--- src/rtl/core/rope_pkg.sv ---
package rope_pkg;

  localparam int HeadPairsDef    = 64;
  localparam int MaxHeadsDef     = 64;
  localparam int PositionBitsDef = 16;
  localparam int CordicSteps     = 30;
  localparam logic signed [33:0] CordicStartX = 34'sd652032874;

  localparam logic KindRotate = 1'b0;
  localparam logic KindLoad   = 1'b1;

  localparam logic [0:0] RegKeyHeadCount = 1'b0;

  typedef struct packed {
    logic              kind;
    logic [15:0]       position;
    logic [5:0]        head_index;
    logic [5:0]        pair_index;
    logic [31:0]       freq_word;
    logic signed [31:0] query_first;
    logic signed [31:0] query_second;
    logic signed [31:0] key_first;
    logic signed [31:0] key_second;
  } in_item_t;

  typedef struct packed {
    logic signed [31:0] query_first_out;
    logic signed [31:0] query_second_out;
    logic signed [31:0] key_first_out;
    logic signed [31:0] key_second_out;
    logic               key_rotated;
  } out_item_t;

  // Operands carried along the CORDIC chain.
  typedef struct packed {
    logic               rot_key;
    logic [1:0]         quad;
    logic signed [31:0] qf;
    logic signed [31:0] qs;
    logic signed [31:0] kf;
    logic signed [31:0] ks;
  } side_t;

  // One CORDIC cell's state.
  typedef struct packed {
    logic               vld;
    logic signed [33:0] x;
    logic signed [33:0] y;
    logic signed [33:0] z;
    side_t              side;
  } cell_t;

  function automatic logic signed [33:0] atan_turns(input int i);
    logic signed [33:0] a;
    case (i)
      0: a = 34'sh20000000;   1: a = 34'sh12E4051E;  2: a = 34'sh09FB385B;
      3: a = 34'sh051111D4;   4: a = 34'sh028B0D43;  5: a = 34'sh0145D7E1;
      6: a = 34'sh00A2F61E;   7: a = 34'sh00517C55;  8: a = 34'sh0028BE53;
      9: a = 34'sh00145F2F;  10: a = 34'sh000A2F98; 11: a = 34'sh000517CC;
      12: a = 34'sh00028BE6; 13: a = 34'sh000145F3; 14: a = 34'sh0000A2FA;
      15: a = 34'sh0000517D; 16: a = 34'sh000028BE; 17: a = 34'sh0000145F;
      18: a = 34'sh00000A30; 19: a = 34'sh00000518; 20: a = 34'sh0000028C;
      21: a = 34'sh00000146; 22: a = 34'sh000000A3; 23: a = 34'sh00000051;
      24: a = 34'sh00000029; 25: a = 34'sh00000014; 26: a = 34'sh0000000A;
      27: a = 34'sh00000005; 28: a = 34'sh00000003; 29: a = 34'sh00000001;
      default: a = '0;
    endcase
    return a;
  endfunction

  function automatic logic signed [31:0] sat_round(input logic signed [65:0] acc);
    logic signed [65:0] r;
    r = (acc + 66'sd536870912) >>> 30;
    if (r > 66'sd2147483647) return 32'sh7FFFFFFF;
    if (r < -66'sd2147483648) return 32'sh80000000;
    return r[31:0];
  endfunction

endpackage

--- src/rtl/core/rope_cell.sv ---
module rope_cell #(
  parameter int STEP = 0
) (
  input  logic             clk,
  input  logic             rst_n,
  input  logic             en,
  input  rope_pkg::cell_t  cell_in,
  output rope_pkg::cell_t  cell_out
);
  import rope_pkg::*;

  cell_t cell_r, cell_nxt;
  logic signed [33:0] xs, ys;

  always_comb begin
    xs = cell_in.x >>> STEP;
    ys = cell_in.y >>> STEP;
    cell_nxt = cell_in;
    if (!cell_in.z[33]) begin
      cell_nxt.x = cell_in.x - ys;
      cell_nxt.y = cell_in.y + xs;
      cell_nxt.z = cell_in.z - atan_turns(STEP);
    end else begin
      cell_nxt.x = cell_in.x + ys;
      cell_nxt.y = cell_in.y - xs;
      cell_nxt.z = cell_in.z + atan_turns(STEP);
    end
  end

  always_ff @(posedge clk) begin
    if (!rst_n) begin
      cell_r.vld <= 1'b0;
    end else if (en) begin
      cell_r <= cell_nxt;
    end
  end

  assign cell_out = cell_r;
endmodule

--- config.mk ---
export PLATFORM = sky130hd
export DESIGN_NAME = rope_cell
export DESIGN_NICKNAME = d
export VERILOG_FILES = /design/src/rtl/core/rope_pkg.sv /design/src/rtl/core/rope_cell.sv
export SDC_FILE = /design/constraint.sdc
export NUM_CORES = 1
export LEC_CHECK = 0
export ABC_CLOCK_PERIOD_IN_PS = 7700
export BUFFER_PORTS_ARGS = -buffer_cell sky130_fd_sc_hd__buf_2
export CORE_AREA = 5 5 180 182
export CTS_BUF_LIST = sky130_fd_sc_hd__clkbuf_4 sky130_fd_sc_hd__clkbuf_8
export DETAILED_ROUTE_END_ITERATION = 16
export DIE_AREA = 0 0 185 187
export PLACE_DENSITY = 0.73
export SLEW_MARGIN = 20
export SYNTH_ARGS = -nofsm -noshare
export SYNTH_HDL_FRONTEND = slang
export SYNTH_SLANG_ARGS = --single-unit
--- constraint.sdc ---
create_clock -name clk -period 7.7 [get_ports clk]
set_input_delay 0.385 -clock clk [delete_from_list [all_inputs] [get_ports clk]]
set_output_delay 0.385 -clock clk [all_outputs]
set_load 0.02 [all_outputs]
## Word level (Yosys, flattened, before mapping)

Cells that the tools add are included.
W data, S select, Z words.

| storage, ports and cells | value |
|---|---|
| register bits | 234 |
| input port bits | 237 |
| word-level logic and storage cells | 17 |

| operators by class | value |
|---|---|
| add/sub/neg operators | 5 |
| mux-type cells | 1 |
| reduce and logical (&&, ||, !) cells | 1 |

Operator list:

| kind | count |
|---|---|
| $mux W102 | 1 |
| $sub A34 B34 Y34 | 2 |
| $add A34 B31 Y34 const B | 1 |
| $add A34 B34 Y34 | 1 |
| $sub A34 B31 Y34 const B | 1 |
| $reduce_and A2 Y1 | 1 |

## Depth between registers and ports, before layout

Gate-level depths: netlist of the first run.

| depth | value |
|---|---|
| depth in word-level cells | 2 |
| depth in mapped cells | 12 |

## Worst setup path before layout of the first run

Ideal clock, no wire load.

| timing path | value |
|---|---|
| kind | input port to flip-flop |
| start point | input port en |
| end point | register cell_r (netlist bit cell_out[0]), enable pin |
| library setup time | 0.621 ns |
| arrival | 5.636 ns |
| required time | 7.079 ns |
| slack | 1.444 ns |
| stages on the path | 1 |
| path buffers | 0 |
| cell sequence | and2_1 |

| between the ends | value |
|---|---|
| cells in the longest elaborated chain, start to end | 1 |

RTL lines:

| element | RTL line | source |
|---|---|---|
| from (decl) | rope_cell.sv:6 | `input logic en,` |
| $reduce_and A2 Y1 (no source line) | - |  |
| to (signal assigned) | rope_cell.sv:34 | `cell_r <= cell_nxt;` |
| to (decl) | rope_cell.sv:12 | `cell_t cell_r, cell_nxt;` |

Every way passes these cells.
A chain may end at the register's enable or synchronous reset.

==> results.txt, run 1 <==
The share of synthesized registers carrying an async set or reset is 0. The worst slew slack as a fraction of its limit came out at 0.3307. The instance count after placement with tap cells included came out at 1,945.

STA classifies the critical path startpoint as a primary input. The run finished with clean final reports. The total cell area at the placement stage is 0.01550 sq mm. Clock latency on the worst-skew pair, taken at its later pin, is about 0.52 ns.

The top fanout value on the critical path is 13. The total vias in the final route is between 10,000 and 15,000. Using the TritonRoute via totals, the vias-per-cell ratio works out to roughly 5.5.

The proportion of layout cells with a drive suffix above 1 came out at 0.3238. The number of remaining DRC errors is 0. In this run the tool buffered the top-level ports with 470 buffer cells. The summed instance area of the synthesized netlist is 0.01281 sq mm. The worst register-to-register path begins at cell_out[233]$_SDFFE_PN0P_. The sequential element share of the synthesized area came out at 0.5455.

The worst-case register-to-register setup slack came out at about 7 ns. The die area is 0.03460 sq mm. Setup violations remaining at the end of the flow were counted as 0. The final layout contains routed wiring with a total length of 48,020 um. The number of antenna violations at the first check in global routing is 7. The width of the chip is around 190 um.

The number of I/O pins is 471. After floorplanning, the core was divided into 64 placement rows. The critical path class is in2reg.

The most common flop cell mapped by yosys is edfxtp_1. The cell count after synthesis came out at 1,121. After global routing the overflow that remains totals 0. Counting instances, the worst hold path has a depth of 1. The initial cell density of the core is 0.4209. The global-route wire length before repair is 69,300 um. The count of instances resized after the clock tree is built is 0.

The maximum count of clock buffers along a single path is 3. The core area came out at slightly above 0.03 sq mm. The total iterations of the first detailed-routing run came out at 6. The worst hold path begins at cell_in[62]. The clock tree from TritonCTS is built. Setup repair after global routing left no endpoint under its margin.

The required time reported for the critical path endpoint came out at 7.95 ns. The data arrival time of the critical path is around 3.3 ns. The routability congestion estimate came out at just under 1. The cell count of the worst reg-to-reg path came out at 2. The sum of net half-perimeters after detailed placement came out at around 38,000 um. The total power per unit cell area is 208.6 mW/mm^2. The number of pins exceeding their max-slew limit in the final report was 0. Summed over all cells, the static leakage comes to 7.319 nW. After detailed routing, the average wire length per cell comes to between 20 and 25 um. The tool flagged a number of max-cap violations equal to 0.

From synthesis to final layout, the design area changed by 31.11%. The vertical die dimension is between 150 and 200 um. The number of distinct library cells after synthesis is 70. The total global-route track usage came out at 0.2611. The number of nets handed over by synthesis was 1,464. The number of fill cells in the layout is 2,695. Across the VDD grid, the largest voltage drop is ~0.000097 V. Clock-pin slew was measured on the worst setup and hold paths at roughly 0.07 ns.

The destination of the worst register-to-register timing path is cell_out[233]$_SDFFE_PN0P_. The sink of the worst hold path is cell_out[62]$_DFFE_PP_. The pin count of the biggest net entering global routing came out at 160.

The via count of the first global-routing pass is roughly 11,000. The worst min-delay path category is in2reg. Yosys mapped a number of flops with a built-in enable equal to around 230. The flip-flop count of the largest register after layout is approximately 230. The maximum clock skew at final layout came out at 0 ns.

The final non-filler cell total is 2,070. The hold violation count in the final report was 0. The pin slew with the least headroom to its limit came out at 1.004 ns.

The post-layout minimum cycle time is around 3 ns. The finished cells cover between 0.015 and 0.02 sq mm. The mean instance size in the synthesized netlist came out at approximately 11 sq um. The ratio of final minimum period to clock period came out at 0.3951.

The number of warnings printed during yosys synthesis is 0. The starting DRC count in detailed routing is around 1,100. The number of nets in the final layout came out at approximately 2,000. The master cell of the clock root buffer is clkbuf_8. Synthesis inferred 233 register bits. The total negative slack for setup checks is 0 ns. The clock drives 233 sinks.

The endpoint kind of the worst setup timing path is a register. The maximum frequency from static timing analysis came out at around 330 MHz. Counting the buffers created by CTS gives 40. The count of nets left with antenna violations after detail routing is 0.

The deepest level of the CTS H-tree came out at 2.
[kinds of logic after synthesis]
| kind of cell | Yosys count | share of synthesized area |
|---|---|---|
| AO/OA/AOI/OAI | 329 | 0.1601 |
| buffers and inverters | 153 | 0.04699 |
| XOR/XNOR | 67 | 0.04582 |
| multiplexers | 19 | 0.01485 |
| flip-flops | 233 | 0.5455 |
| adder cells (fa/ha/maj) | 106 | 0.1059 |
| AND/OR/NAND/NOR | 214 | 0.08079 |
[how the worst max path moves through the flow]
stage	start	slack (ns)	cells after the start	to
3_5_place_dp	cell_in[166]	4.28	11	cell_out[230]$_DFFE_PP_
2_1_floorplan	en	1.44	1	cell_out[0]$_DFFE_PP_
6_report	cell_in[184]	4.66	12	cell_out[232]$_DFFE_PP_
3_3_place_gp	cell_in[166]	4.28	11	cell_out[230]$_DFFE_PP_
5_1_grt	cell_in[184]	4.53	12	cell_out[232]$_DFFE_PP_
4_1_cts	cell_in[169]	4.83	12	cell_out[225]$_DFFE_PP_
[layout by cell type (no fill, tap or decap), types with 6 or more instances in the layout]
cell             n
o31ai_1          7
nand2_1         52
a21o_1          13
nor2_1          66
clkbuf_4         6
xor2_1          12
clkbuf_8        40
nor2b_1         14
nand2b_1         6
a211oi_1         6
ha_1           102
dlygate4sd3_1   58
nand4_1         14
mux2i_1         19
nor3_1          18
o21ai_0         68
buf_2          470
o21bai_1        26
a31oi_1         14
nand3_1         11
edfxtp_1       232
xnor2_1         55
clkinv_1        14
inv_1          103
o21a_1           9
and2_1           6
o211ai_1         8
a21oi_1        127
[per-layer routing]
metal  global-route usage  vias to the layer above  wire length (um)
li1                     -                     5126                 -
met1               0.3385                     5421             18860
met2               0.4261                      638             22600
met3              0.04570                      112              4052
met4               0.1194                       10              2451
met5                    0                        -                62
[stage by stage]
step / setup slack, ns / hold slack [ns] / util / total power [mW]
floorplan: 1.444 / 0.4839 / - / 2.116
global placement: 4.285 / 0.4970 / 0.5093 / 2.433
detailed placement: 4.283 / 0.5242 / 0.5093 / 2.442
CTS: 4.834 / 0.0001453 / 0.5516 / 3.521
global route: 4.533 / 0.0008339 / 0.5516 / 3.652
finish: 4.658 / 0.03934 / 0.5518 / 3.503
[critical path, stage by stage]
cell,delay (ns)
buf_2,0.11
inv_1,0.04
ha_1,0.59
nand2_1,0.29
o21ai_0,0.58
nor3_1,0.10
o21bai_1,0.19
a21oi_1,0.31
a221oi_1,0.23
o211ai_1,0.21
o21ai_1,0.10
xor2_1,0.14
[cells in the mapped netlist, drive strengths merged (7+ instances only)]
| library cell | number | area [sq um] |
|---|---|---|
| a21o | 13 | 97.59 |
| a21oi | 129 | 653.1 |
| a31oi | 14 | 87.58 |
| and2 | 7 | 43.79 |
| buf | 23 | 113.9 |
| clkbuf | 22 | 82.58 |
| edfxtp | 232 | 6967 |
| ha | 102 | 1276 |
| inv | 104 | 390.4 |
| mux2i | 19 | 190.2 |
| nand2 | 52 | 195.2 |
| nand3 | 11 | 55.05 |
| nand4 | 14 | 87.58 |
| nor2 | 66 | 247.7 |
| nor2b | 14 | 87.58 |
| nor3 | 19 | 100.1 |
| o211ai | 8 | 60.06 |
| o21a | 9 | 67.56 |
| o21ai | 72 | 360.3 |
| o21bai | 26 | 195.2 |
| o31ai | 8 | 73.82 |
| xnor2 | 55 | 481.7 |
| xor2 | 12 | 105.1 |
[layout make-up]
class	count	area [sq um]	area share
flip-flops and latches	233	6987	0.4161
multi-input cells	735	5221	0.3110
repair buffers	531	2968	0.1768
clock buffers	46	595.6	0.03547
well taps	396	495.5	0.02951
inverters	108	405.4	0.02414
clock inverters	18	111.4	0.006632
diodes	3	7.507	0.0004471
[where the power goes]
group          switching (mW)  total, mW  leakage, nW  internal, mW
Combinational           0.586      0.895         4.77         0.309
Sequential             0.0294       1.56         2.19          1.53
Clock                   0.502       1.05        0.365         0.545
Total                    1.12       3.50         7.32          2.39
[timing repair]
| action | CTS | global route |
|---|---|---|
| setup buffers | 0 | 0 |
| hold buffers | 58 | 0 |
| hold endpoints to repair | 58 | 0 |
| endpoints found under the setup margin | 0 | 0 |
No activity file was read; power rests on OpenSTA's default activity.
==> inputs of run 2 (changes only) <==
--- a/config.mk
+++ b/config.mk
@@ -5,13 +5,14 @@
 export SDC_FILE = /design/constraint.sdc
 export NUM_CORES = 1
 export LEC_CHECK = 0
-export ABC_CLOCK_PERIOD_IN_PS = 7700
+export ABC_AREA = 1
+export ABC_CLOCK_PERIOD_IN_PS = 2940
 export BUFFER_PORTS_ARGS = -buffer_cell sky130_fd_sc_hd__buf_2
-export CORE_AREA = 5 5 180 182
+export CORE_MARGIN = 5
+export CORE_UTILIZATION = 45
 export CTS_BUF_LIST = sky130_fd_sc_hd__clkbuf_4 sky130_fd_sc_hd__clkbuf_8
 export DETAILED_ROUTE_END_ITERATION = 16
-export DIE_AREA = 0 0 185 187
-export PLACE_DENSITY = 0.73
+export PLACE_DENSITY = 0.75
 export SLEW_MARGIN = 20
 export SYNTH_ARGS = -nofsm -noshare
 export SYNTH_HDL_FRONTEND = slang
==> constraint.sdc (replaced) <==
create_clock -name clk -period 2.94 [get_ports clk]
set_input_delay 0.147 -clock clk [delete_from_list [all_inputs] [get_ports clk]]
set_output_delay 0.147 -clock clk [all_outputs]
set_load 0.02 [all_outputs]
==> run 2 against run 1 <==
Synthesized area grew 11%. Via count up 31%. Non-clock buffer count rose by 130.
==> results.txt, run 2 <==
Setup repair after global routing left no endpoint under its margin. The share of total power consumed by net switching is 0.3327. The highest ir drop seen on vdd is approximately 0.00026 V. The signal on the critical path passes through dlygate4sd3_1 -> buf_2 -> inv_1 -> ha_1 -> fa_1 -> o21ai_0 -> nand2_1 -> nand2_1 -> nand2_1 -> nand2_1 -> nand2_1 -> nand2_1 -> nand2_1 -> nand3_1 -> nand2_1.

The final non-filler cell total came out at between 2,000 and 3,000. The required time reported for the critical path endpoint is around 3.3 ns. The hold violation count in the final report is 0.

The maximum count of clock buffers along a single path is 3. The number of setup buffers added after CTS is 0. The routability congestion estimate is between 1 and 1.5.

The via count of the first global-routing pass is approximately 15,000. The number of fill cells in the layout is between 2,000 and 3,000. The cell count of the worst reg-to-reg path came out at 3.

The TritonCTS buffer count came out at slightly above 40. The number of remaining DRC errors came out at 0. The starting DRC count in detailed routing is ~1,600.

The number of storage elements in the synthesis netlist came out at 233. Dividing the detail-routed wire length by the instance count gives about 23 um. The combinational share of power is 0.271.

In this design, the stage delay of the slowest critical-path cell is between 0.5 and 0.6 ns. The worst register-to-register path begins at cell_out[233]$_SDFFE_PN0P_. The ratio of final minimum period to clock period came out at 0.9174. The number of distinct library cells after synthesis came out at 42. The number of enable-type register cells in the synthesized netlist is between 200 and 250. The die is ~190 um wide. The floorplan has 65 rows. The launch instance of the worst min-delay path is cell_in[165]. Of the total power, registers draw 0.398. On the critical path, the stage with the largest delay is an instance of dlygate4sd3_1. The global-route wire length before repair came out at around 90,000 um. The number of antenna violations at the first check in global routing was 2. The deepest level of the CTS H-tree came out at 2. The vertical die dimension is between 150 and 200 um. For the pin with the worst max-slew slack, the measured transition is about 0.8 ns. The largest total area in the synthesized netlist belongs to edfxtp_1.

Before CTS, the worst setup slack after placement is 0.3163 ns. For hold timing, the worst endpoint is cell_out[199]$_DFFE_PP_. The total cell area at the placement stage is between 0.015 and 0.02 sq mm. The initial utilization of the core area, before any placement, comes to 0.4529.

The total power per unit cell area is roughly 520 mW/mm^2. The final setup violation count is 0. The post-layout worst setup margin came out at about 0.24 ns. The most common cell in the synthesized netlist is nand2_1. The proportion of netlist area held by the largest area contributor came out at 0.4913. The most frequent standard cell in the layout excluding fill and tap cells is buf_2.

STA classifies the critical path endpoint as a register. The worst min-delay path category is in2reg. Of all flip-flops after synthesis, the portion carrying an async set or reset was 0. In this run the count of I/O pins placed on the die edge is approximately 470. The worst-case register-to-register setup slack is around 1.7 ns. In the final layout, flip-flops and latches occupy ~0.0070 sq mm. Together, buffers and inverters on the worst path number 3. The pin count of the biggest net entering global routing came out at roughly 110. The die area is around 0.035 sq mm.

By instance count, the cell type seen most on the critical path is nand2_1. The top fanout value on the critical path came out at 4. The critical path is of the in2reg type. A synthesized cell averages just under 9 sq um. The flow ran to the end, and the final reports show no timing, DRC or antenna violations. The cell type group with the largest total delay on the critical path is simple AND/OR/NAND/NOR gates. The top cell types in the final layout, fill and taps aside, are buf_2, nand2_1, edfxtp_1, inv_1, dlygate4sd3_1. The total vias in the final route came out at between 10,000 and 15,000. The total internal power came out at roughly 6.8 mW. The leakage power figure came out at roughly 9 nW. The post-detailed-routing wire length is approximately 63,000 um. The destination of the worst register-to-register timing path is cell_out[233]$_SDFFE_PN0P_. The worst slew slack as a fraction of its limit came out at 0.4696. The master cell of the clock root buffer is clkbuf_8. The number of pins exceeding their max-slew limit in the final report is 0. The depth of the worst hold-timing path came out at 4.

The total clock sinks came out at 233. The number of nets produced by synthesis came out at just under 2,000. The maximum clock skew at final layout came out at 0 ns. Static timing analysis puts the maximum clock frequency at between 300 and 400 MHz. In this run the cell area of the synthesized design comes to 0.01418 sq mm. Including well taps, the total number of placed cells is approximately 2,500. The clock latency at the later pin of the worst-skew pair came out at 0.55 ns. The count of input and output buffers is 470. In the final layout, the share of cells above drive strength 1 is 0.2483. The total iterations of the first detailed-routing run is 6.

For this run, the total global-route usage over all layers was measured as 0.3438. TritonCTS built the clock tree. The register with the most flip-flops in the layout has approximately 230 of them. By count the netlist is led by nand2_1, edfxtp_1, inv_1. The number of nets in the final layout is 2,639. The multi-input combinational cells in the finished layout cover a total of 0.006198 sq mm. The reported max-cap violation count came out at 0. The count of nets left with antenna violations after detail routing is 0.

The final standard cell area without fillers is just under 0.02 sq mm. The core area is about 0.031 sq mm. The nature of the critical path startpoint is a primary input. From synthesis to final layout, the design area changed by 38.00%. The wire-length estimate of the detail-placed layout is 47,550 um. Yosys attributes the largest share of cell area to edfxtp_1, nand2_1, ha_1. The number of gates resized after CTS was 0. The most common flop cell mapped by yosys is edfxtp_1. Summed over all layers, the global routing overflow is 0.

The share of the Yosys chip area taken by registers is 0.4927. The routed via count divided by cell count is ~5.4. The power spent charging and discharging nets came out at 3.400 mW. After clock tree synthesis, the clock-pin slew on the worst setup and hold paths is approximately 0.06 ns.

The data arrival time of the critical path came out at 3.01 ns. After technology mapping, the gate count stands at 1,634. The post-layout minimum cycle time came out at between 2 and 3 ns. The share of power burned in the clock network is 0.331. The number of warnings printed during yosys synthesis came out at 0.
-- run 2: logic make-up after synthesis --
kind of cell | Yosys count | share of synthesized area
simple gates | 735 | 0.2142
compound gates | 278 | 0.1068
buf+inv | 251 | 0.07138
flops | 233 | 0.4927
fa+ha+maj | 106 | 0.09564
xor+xnor | 30 | 0.01853
mux | 1 | 0.0007059
-- run 2: final cells by class --
class,count,share of cell area
flip-flops and latches,233,0.3570
multi-input cells,1150,0.3167
repair buffers,661,0.2153
inverters,209,0.04028
clock buffers,55,0.03421
well taps,402,0.02570
clock inverters,16,0.01061
diodes,1,0.0001279
-- run 2: tightest hold or removal path, stage by stage --
cell and delay [ns]:
buf_2 0.12, inv_1 0.05, ha_1 0.12, inv_1 0.04
-- run 2: worst max-delay path by stage --
stage,start,endpoint,slack (ns),depth (start not counted)
6_report,cell_in[199],cell_out[231]$_DFFE_PP_,0.24,15
5_1_grt,cell_in[199],cell_out[231]$_DFFE_PP_,0.09,15
4_1_cts,cell_in[199],cell_out[231]$_DFFE_PP_,0.37,15
3_5_place_dp,cell_in[199],cell_out[231]$_DFFE_PP_,0.32,14
3_3_place_gp,cell_in[199],cell_out[231]$_DFFE_PP_,0.26,14
2_1_floorplan,rst_n,cell_out[0]$_DFFE_PP_,-1.10,2
-- run 2: through the flow --
step           power, mW  hold slack, ns  utilization  TNS, ns
2_1_floorplan      5.631          0.2405            -  -254.15
3_3_place_gp       6.602          0.3244       0.5439        0
3_5_place_dp       6.618          0.3251       0.5439        0
4_1_cts            10.15         0.04303       0.6249        0
5_1_grt            10.63         0.07122       0.6250        0
6_report           10.22         0.06456       0.6250        0
-- run 2: per-layer routing --
layer / share of wire / routed length (um) / GRT usage / vias to the layer above
li1: - / - / - / 6797
met4: 0.054 / 3385 / 0.1502 / 2
met3: 0.086 / 5400 / 0.07223 / 168
met5: 0.00021 / 13 / 0 / -
met2: 0.46 / 28610 / 0.5598 / 871
met1: 0.40 / 25380 / 0.4462 / 6992
-- run 2: repair_timing --
action,4_1_cts,5_1_grt
hold buffers,166,0
endpoints found under the hold margin,165,0
setup endpoints to repair,0,0
-- run 2: power groups by stage --
stage | Combinational (mW) | Sequential (mW) | Clock [mW]
2_1_floorplan | 1.17 | 4.46 | 0
3_3_place_gp | 2.49 | 4.11 | 0
3_5_place_dp | 2.50 | 4.11 | 0
4_1_cts | 2.70 | 4.05 | 3.39
5_1_grt | 2.96 | 4.08 | 3.58
6_report | 2.77 | 4.06 | 3.39
==> inputs of run 3 (changes only) <==
--- a/config.mk
+++ b/config.mk
@@ -9,10 +9,10 @@
 export ABC_CLOCK_PERIOD_IN_PS = 2940
 export BUFFER_PORTS_ARGS = -buffer_cell sky130_fd_sc_hd__buf_2
 export CORE_MARGIN = 5
-export CORE_UTILIZATION = 45
+export CORE_UTILIZATION = 25
 export CTS_BUF_LIST = sky130_fd_sc_hd__clkbuf_4 sky130_fd_sc_hd__clkbuf_8
 export DETAILED_ROUTE_END_ITERATION = 16
-export PLACE_DENSITY = 0.75
+export PLACE_DENSITY = 0.48
 export SLEW_MARGIN = 20
 export SYNTH_ARGS = -nofsm -noshare
 export SYNTH_HDL_FRONTEND = slang
==> run 3 against run 2 <==
Die area increased by 75%. Total power is 1.8% lower. Clock-buffer cell count is 4 higher. Utilization fell by 27 points. Sequential cell count is the same. Worst setup slack better by 0.014 ns. Non-clock buffer count unchanged. Final area up 2.2%. Critical path depth unchanged. Clock skew is the same.
==> results.txt, run 3 (synthesis gave the netlist of run 2 again) <==
The flow ran to the end, and the final reports show no timing, DRC or antenna violations. The core region is 0.05628 sq mm. The remaining global-route overflow is 0.

At the end of the flow the core is filled with cells to 0.3553. In the layout the commonest cells are buf_2, nand2_1, edfxtp_1, inv_1, dlygate4sd3_1. The total power per unit cell area came out at 501.7 mW/mm^2. Clock tree synthesis inserted a total of 44 buffers. Measured along the y axis, the die boundary spans between 200 and 250 um. The capture point of the critical path is cell_out[231]$_DFFE_PP_. In this run the post-CTS setup repair buffer count came out at 0. TritonCTS built the clock tree. The number of fill cells in the layout came out at 5,804. Dividing the detail-routed wire length by the instance count gives between 20 and 25 um. The sum of net half-perimeters after detailed placement came out at ~53,000 um. The post-detailed-routing wire length is ~64,000 um. For this run, design rule violations remaining after detail routing come to 0. The later pin in the worst-skew pair is clocked with a latency of 0.59 ns.

The flip-flop count of the largest register after layout is 233. The via count of the first global-routing pass is approximately 14,000. The post-layout minimum cycle time came out at 2.683 ns. The final non-filler cell total came out at a little over 3,000. Across all register-to-register paths, the minimum setup slack is 1.77 ns. The worst slew slack as a fraction of its limit came out at 0.2827. The highest ir drop seen on vdd is approximately 0.00023 V. The width of the chip is 248.2 um. The hold violation count in the final report was 0.

The growth of design area from synthesis to finish is 41.02%. The maximum count of clock buffers along a single path came out at 3. The path class of the tightest hold or removal check is in2reg. The starting DRC count in detailed routing came out at ~630. Using the TritonRoute via totals, the vias-per-cell ratio works out to approximately 4.5. At the pin with the least slew margin, the transition time is 1.076 ns. Entering global routing, the biggest net connects ~170 pins.

The number of nets in the final layout is around 2,600. The total clock sinks is 233. The number of pins exceeding their max-slew limit in the final report came out at 0. Of the cells placed in the final design, the portion with a size suffix greater than 1 is 0.2490.

The total vias in the final route came out at between 10,000 and 15,000. The reported max-cap violation count is 0. The cell count of the worst reg-to-reg path came out at 3.

The number of placement rows is 87. Clock-pin slew was measured on the worst setup and hold paths at roughly 0.06 ns. Setup violations remaining at the end of the flow were counted as 0. Clock skew on the completed layout was measured at 0 ns. The worst setup path is launched from a primary input.

The total global-route track usage came out at 0.1989. Data arrives at the worst endpoint at between 3 and 4 ns. For this run, the detailed router's first-pass iteration total came to 5. In this run the worst path has a maximum fanout of 4. In this run the critical register-to-register path is launched from cell_out[233]$_SDFFE_PN0P_. Power comes to 10.03 mW. Summed over all cells, the static leakage comes to 9.275 nW. In the finished design, the share of the clock period the worst path needs comes to 0.9126.

The die area came out at around 0.062 sq mm. The launch point of the worst path is cell_in[199]. CTS placed an instance of clkbuf_8 at the clock tree root. The final standard cell area without fillers is 0.02000 sq mm.

In this run the number of H-tree levels came out at 2. The count of input and output buffers came out at 470. The global-route wire length before repair is ~90,000 um. The worst hold margin came out at 0.09299 ns. The number of I/O pins came out at ~470.

In this run the remaining antenna-violating nets after routing total 0. The instance count after placement with tap cells included is roughly 2,800. The routability congestion estimate is just over 0.9. The total cell area at the placement stage came out at ~0.017 sq mm. The initial cell density of the core is 0.2520. The library cell used most frequently in the layout, excluding fill and tap cells, is buf_2. The worst setup path is captured at a register.

The number of antenna violations at the first check in global routing came to 2. The required time reported for the critical path endpoint is ~3.3 ns. Setup repair after global routing left no endpoint under its margin. The destination of the worst register-to-register timing path is cell_out[233]$_SDFFE_PN0P_.

For this run, the top clock speed supported by timing is 372.7 MHz. By startpoint and endpoint, the worst setup path is classified as in2reg.
==> run 3: area by class of cell <==
type | count | area, sq um | area share
Antenna cell | 1 | 2.502 | 0.0001251
Clock buffer | 59 | 718.2 | 0.03591
Clock inverter | 17 | 141.4 | 0.007070
Inverter | 209 | 788.3 | 0.03942
Multi-Input combinational cell | 1150 | 6198 | 0.3100
Sequential cell | 233 | 6987 | 0.3494
Tap cell | 756 | 945.9 | 0.04730
Timing Repair Buffer | 661 | 4217 | 0.2108
==> run 3: metrics by stage <==
| step | TNS, ns | setup WS [ns] |
|---|---|---|
| 6_report | 0 | 0.2570 |
| 3_3_place_gp | 0 | 0.1511 |
| 5_1_grt | 0 | 0.05579 |
| 2_1_floorplan | -254.15 | -1.095 |
| 3_5_place_dp | 0 | 0.1805 |
| 4_1_cts | 0 | 0.3032 |
==> run 3: worst min-delay path by stage <==
stage | from | end | depth (start not counted)
floorplan | en | cell_out[233]$_SDFFE_PN0P_ | 1
global route | cell_in[200] | cell_out[200]$_DFFE_PP_ | 4
global placement | cell_in[74] | cell_out[74]$_DFFE_PP_ | 1
finish | cell_in[162] | cell_out[164]$_DFFE_PP_ | 5
detailed placement | cell_in[116] | cell_out[116]$_DFFE_PP_ | 1
CTS | cell_in[200] | cell_out[200]$_DFFE_PP_ | 4
==> run 3: per-layer routing <==
metal	wire length [um]	global-route usage
met5	12	0
met3	4818	0.05064
met4	2399	0.06881
met1	25020	0.2268
met2	32010	0.3615
==> run 3: timing repair <==
item,4_1_cts,5_1_grt
hold endpoints to repair,166,0
gates resized for setup,0,0
setup endpoints to repair,0,0
hold buffers,167,0
==> run 3: power breakdown <==
group          internal, mW  switching, mW  total [mW]
Clock                  1.76           1.45        3.21
Combinational         0.923           1.84        2.76
Sequential             3.98         0.0729        4.06
Total                  6.67           3.36        10.0
==> run 3: critical path, cell delays in order <==
cell	delay, ns
dlygate4sd3_1	0.53
buf_2	0.12
inv_1	0.04
ha_1	0.27
fa_1	0.48
o21ai_0	0.55
nand2_1	0.15
nand2_1	0.12
nand2_1	0.07
nand2_1	0.18
nand2_1	0.10
nand2_1	0.08
nand2_1	0.05
nand3_1	0.06
nand2_1	0.06
